--- config.mk ---
export PLATFORM = sky130hd
export DESIGN_NAME = prtt_alu
export DESIGN_NICKNAME = d
export VERILOG_FILES = /design/src/hw/rtl/prtt_pkg.sv /design/src/hw/rtl/prtt_alu.sv
export SDC_FILE = /design/constraint.sdc
export NUM_CORES = 1
export LEC_CHECK = 0
export ABC_AREA = 1
export CAP_MARGIN = 15
export CORE_ASPECT_RATIO = 1.1
export CORE_MARGIN = 2
export CORE_UTILIZATION = 50
export DETAILED_ROUTE_END_ITERATION = 16
export DONT_BUFFER_PORTS = 1
export PLACE_DENSITY_LB_ADDON = 0.08
export SETUP_SLACK_MARGIN = 0.1
export SLEW_MARGIN = 30
export SYNTH_ARGS = -nofsm -noshare
export SYNTH_HDL_FRONTEND = slang
export SYNTH_SLANG_ARGS = --single-unit
--- constraint.sdc ---
create_clock -name vclk -period 3.8
set_clock_uncertainty 0.2 [all_clocks]
set_input_delay 0.76 -clock vclk [all_inputs]
set_output_delay 0.76 -clock vclk [all_outputs]
set_load 0.02 [all_outputs]
--- src/hw/rtl/prtt_pkg.sv ---
`default_nettype none

package prtt_pkg;

  // command codes
  localparam logic [2:0] CMD_INIT    = 3'd0;
  localparam logic [2:0] CMD_START   = 3'd1;
  localparam logic [2:0] CMD_STOP    = 3'd2;
  localparam logic [2:0] CMD_SUSPEND = 3'd3;
  localparam logic [2:0] CMD_RESUME  = 3'd4;
  localparam logic [2:0] CMD_READ    = 3'd5;

  // status codes
  localparam logic [1:0] ST_DONE    = 2'd0;
  localparam logic [1:0] ST_IGNORED = 2'd1;
  localparam logic [1:0] ST_FAIL    = 2'd2;

  localparam logic [2:0] STATIC_COUNT_RESET = 3'd2;

  // one stored slot, without its valid mark
  typedef struct packed {
    logic [15:0] task_id;
    logic [63:0] runtime;
    logic [63:0] last_resume;
  } entry_t;

  typedef enum logic {
    OP_ADD,
    OP_SUB
  } alu_op_t;

endpackage

`default_nettype wire

--- src/hw/rtl/prtt_alu.sv ---
`default_nettype none

// shared 64-bit add / subtract
module prtt_alu (
  input  var prtt_pkg::alu_op_t op,
  input  wire logic [63:0]      a,
  input  wire logic [63:0]      b,
  output logic      [63:0]      y
);

  logic [63:0] b_eff;

  always_comb begin
    b_eff = (op == prtt_pkg::OP_SUB) ? ~b : b;
    y     = a + b_eff + {63'd0, (op == prtt_pkg::OP_SUB)};
  end

endmodule

`default_nettype wire

==> metrics.md <==
| Metric | Value |
|---|---|
| Yosys cell types | `30` |
| # port buffers | `0` |
| Vias in the first global route | `6514` |
| Initial antenna violation count | `0` |
| Sequential area share after synthesis | `0%` |
| Mapped Area | `5990 um^2` |
| Fmax | `0.278 GHz` |
| Pin count of the biggest net entering global routing | `65` |
| PwrDens | `275 nW/um^2` |
| Startpoint class of the critical path | `input pin` |
| Worst setup EP type | `primary output` |
| Antenna cells | `0` |
| Clock power share | `0%` |
| First-pass GRT wire length | `31.8 mm` |
| DR vias | `6928` |
| Final ANT Viol Nets | `0` |
| Share of cells above drive strength 1 | `10.1%` |
| Critical path class | `in -> out` |
| Num sequential | `0` |
| Req. time, crit path | `2840 ps` |
| Period utilisation layout | `94.6%` |
| FF+latch area | `0 um^2` |
| IO Pins | `193` |
| Row count | `41` |
| Worst slack, placed | `118 ps` |
| Worst vdd ir | `126 uV` |
| Worst-path fanout max | `64` |
| Multi-input combinational cell area | `5240 um^2` |
| Routed WL per cell | `15.1 um` |
| Measured slew at the worst slew-check pin | `494 ps` |
| Max-cap viol count | `0` |
| Placed cells | `1351` |
| Fin util | `55.8%` |
| Switching share of power | `67.9%` |
| P_leak | `0.00377 uW` |
| Drt first pass iters | `5` |
| WHS | `1450 ps` |
| Sw Pwr | `1210 uW` |
| Area Growth Syn to Fin | `7.99%` |
| Seq pwr share | `0%` |
| Die area | `12900 um^2` |
| DRC viols | `0` |
| Gate power share | `100.0%` |
| Hold path depth | `1` |
| Nets@finish | `1401` |
| Final Max Slew Viols | `0` |
| DP Wirelength | `18.6 mm` |
| Total GRT Usage | `30.7%` |
| Clock buffers | `0` |
| Initial DRC Count | `377` |
| Post-route setup slack | `205 ps` |
| Internal power | `570 uW` |
| Setup_tns | `0 ps` |
| Core area | `11600 um^2` |
| Initial Util | `51.7%` |
| Tmin final | `3590 ps` |
| Via density | `5.13` |
| Total Wirelength | `20.4 mm` |
| Unrepaired setup endpoints after global routing | `yes` |
| Synth Warn # | `0` |
| CTS Hold Bufs | `0` |
| Final Wtd Congestion | `1.02` |
| Overall die width | `108 um` |
| Status | `finished, final reports clean` |
| Setup-failing EPs final | `0` |
| Fin cells | `1351` |
| Final Hold Violating Endpoints | `0` |
| Max transition margin | `66.8%` |
| Syn nets | `1377` |
| Grt ovf | `0` |
| Die height | `119 um` |
| Post-Syn Instances | `1179` |
| Fillers | `1388` |
| HP Class | `in -> out` |
| CP arrival | `2630 ps` |
| Synthesized area per cell | `5.08 um^2` |
## Yosys cell counts, drive strengths merged
master / number / area, um^2
nand2: 458 / 1750
inv: 219 / 822
nor2: 118 / 503
xor2: 93 / 815
a21oi: 81 / 405
ha: 68 / 851
nand3: 53 / 275
o21ai: 36 / 184
nor3: 11 / 80.1
o21bai: 10 / 75.1
buf: 7 / 37.5
and2: 5 / 31.3
o21a: 5 / 37.5
nand3b: 3 / 22.5
xnor2: 3 / 26.3
a21o: 2 / 15.0
clkinv: 2 / 7.51
nand4: 2 / 12.5
a21boi: 1 / 7.51
fa: 1 / 20.0
nor4: 1 / 12.5
## placed cells by master, fill, tap and decap left out, drive strengths merged
cell / instances
nand2: 458
inv: 219
nor2: 118
xor2: 93
a21oi: 81
ha: 68
nand3: 53
o21ai: 36
buf: 29
nor3: 11
o21bai: 10
and2: 5
o21a: 5
nand3b: 3
xnor2: 3
a21o: 2
nand4: 2
clkinv: 2
nor4: 1
a21boi: 1
fa: 1
## per-layer routing
| layer | global-route usage (%) | share of wire [%] | vias up |
|---|---|---|---|
| li1 | - | - | 3654 |
| met1 | 36.8 | 41 | 2994 |
| met2 | 54.8 | 48 | 239 |
| met3 | 3.89 | 7.0 | 41 |
| met4 | 11.9 | 4.4 | 0 |
| met5 | 0 | 0 | - |
## cell families (layout without fill, tap and decap cells)
kind of cell | count (synthesis) | count (layout) | synth area share [%]
buf+inv | 228 | 250 | 14.5
simple gates | 651 | 651 | 44.9
compound gates | 135 | 135 | 12.1
fa+ha+maj | 69 | 69 | 14.5
xor+xnor | 96 | 96 | 14.0
## worst max-delay path, stage by stage
cell	delay, ps
xor2_1	160
ha_1	350
a21oi_1	250
inv_1	100
nand3_1	80
nand3_1	130
nand3b_1	330
nand2_1	170
nand3_1	90
nand2_1	190
## worst paths after layout
| check | startpoint | end | slack (ps) |
|---|---|---|---|
| setup / recovery | op | y[54] | 210 |
| hold / removal | b[0] | y[0] | 1450 |
## cell type report
type	instances	area share, %
Timing Repair Buffer	29	3.36
Inverter	221	12.8
Tap cell	150	2.90
Multi-Input combinational cell	951	80.9
## stage by stage
stage | total power, uW | instance area (um^2)
floorplan | 1280 | 5990
global placement | 1740 | 6360
detailed placement | 1740 | 6360
CTS | 1740 | 6360
global route | 1960 | 6470
finish | 1780 | 6470
## power by group through the flow
stage               combinational [uW]  clock, uW  sequential, uW
floorplan                         1280          0               0
global placement                  1740          0               0
detailed placement                1740          0               0
CTS                               1740          0               0
global route                      1960          0               0
finish                            1780          0               0
## what timing repair did
item,CTS,global route
setup endpoints to repair,0,31
buffers inserted,0,0
gates resized for setup,0,41
Power figures use the tool's default switching activity.
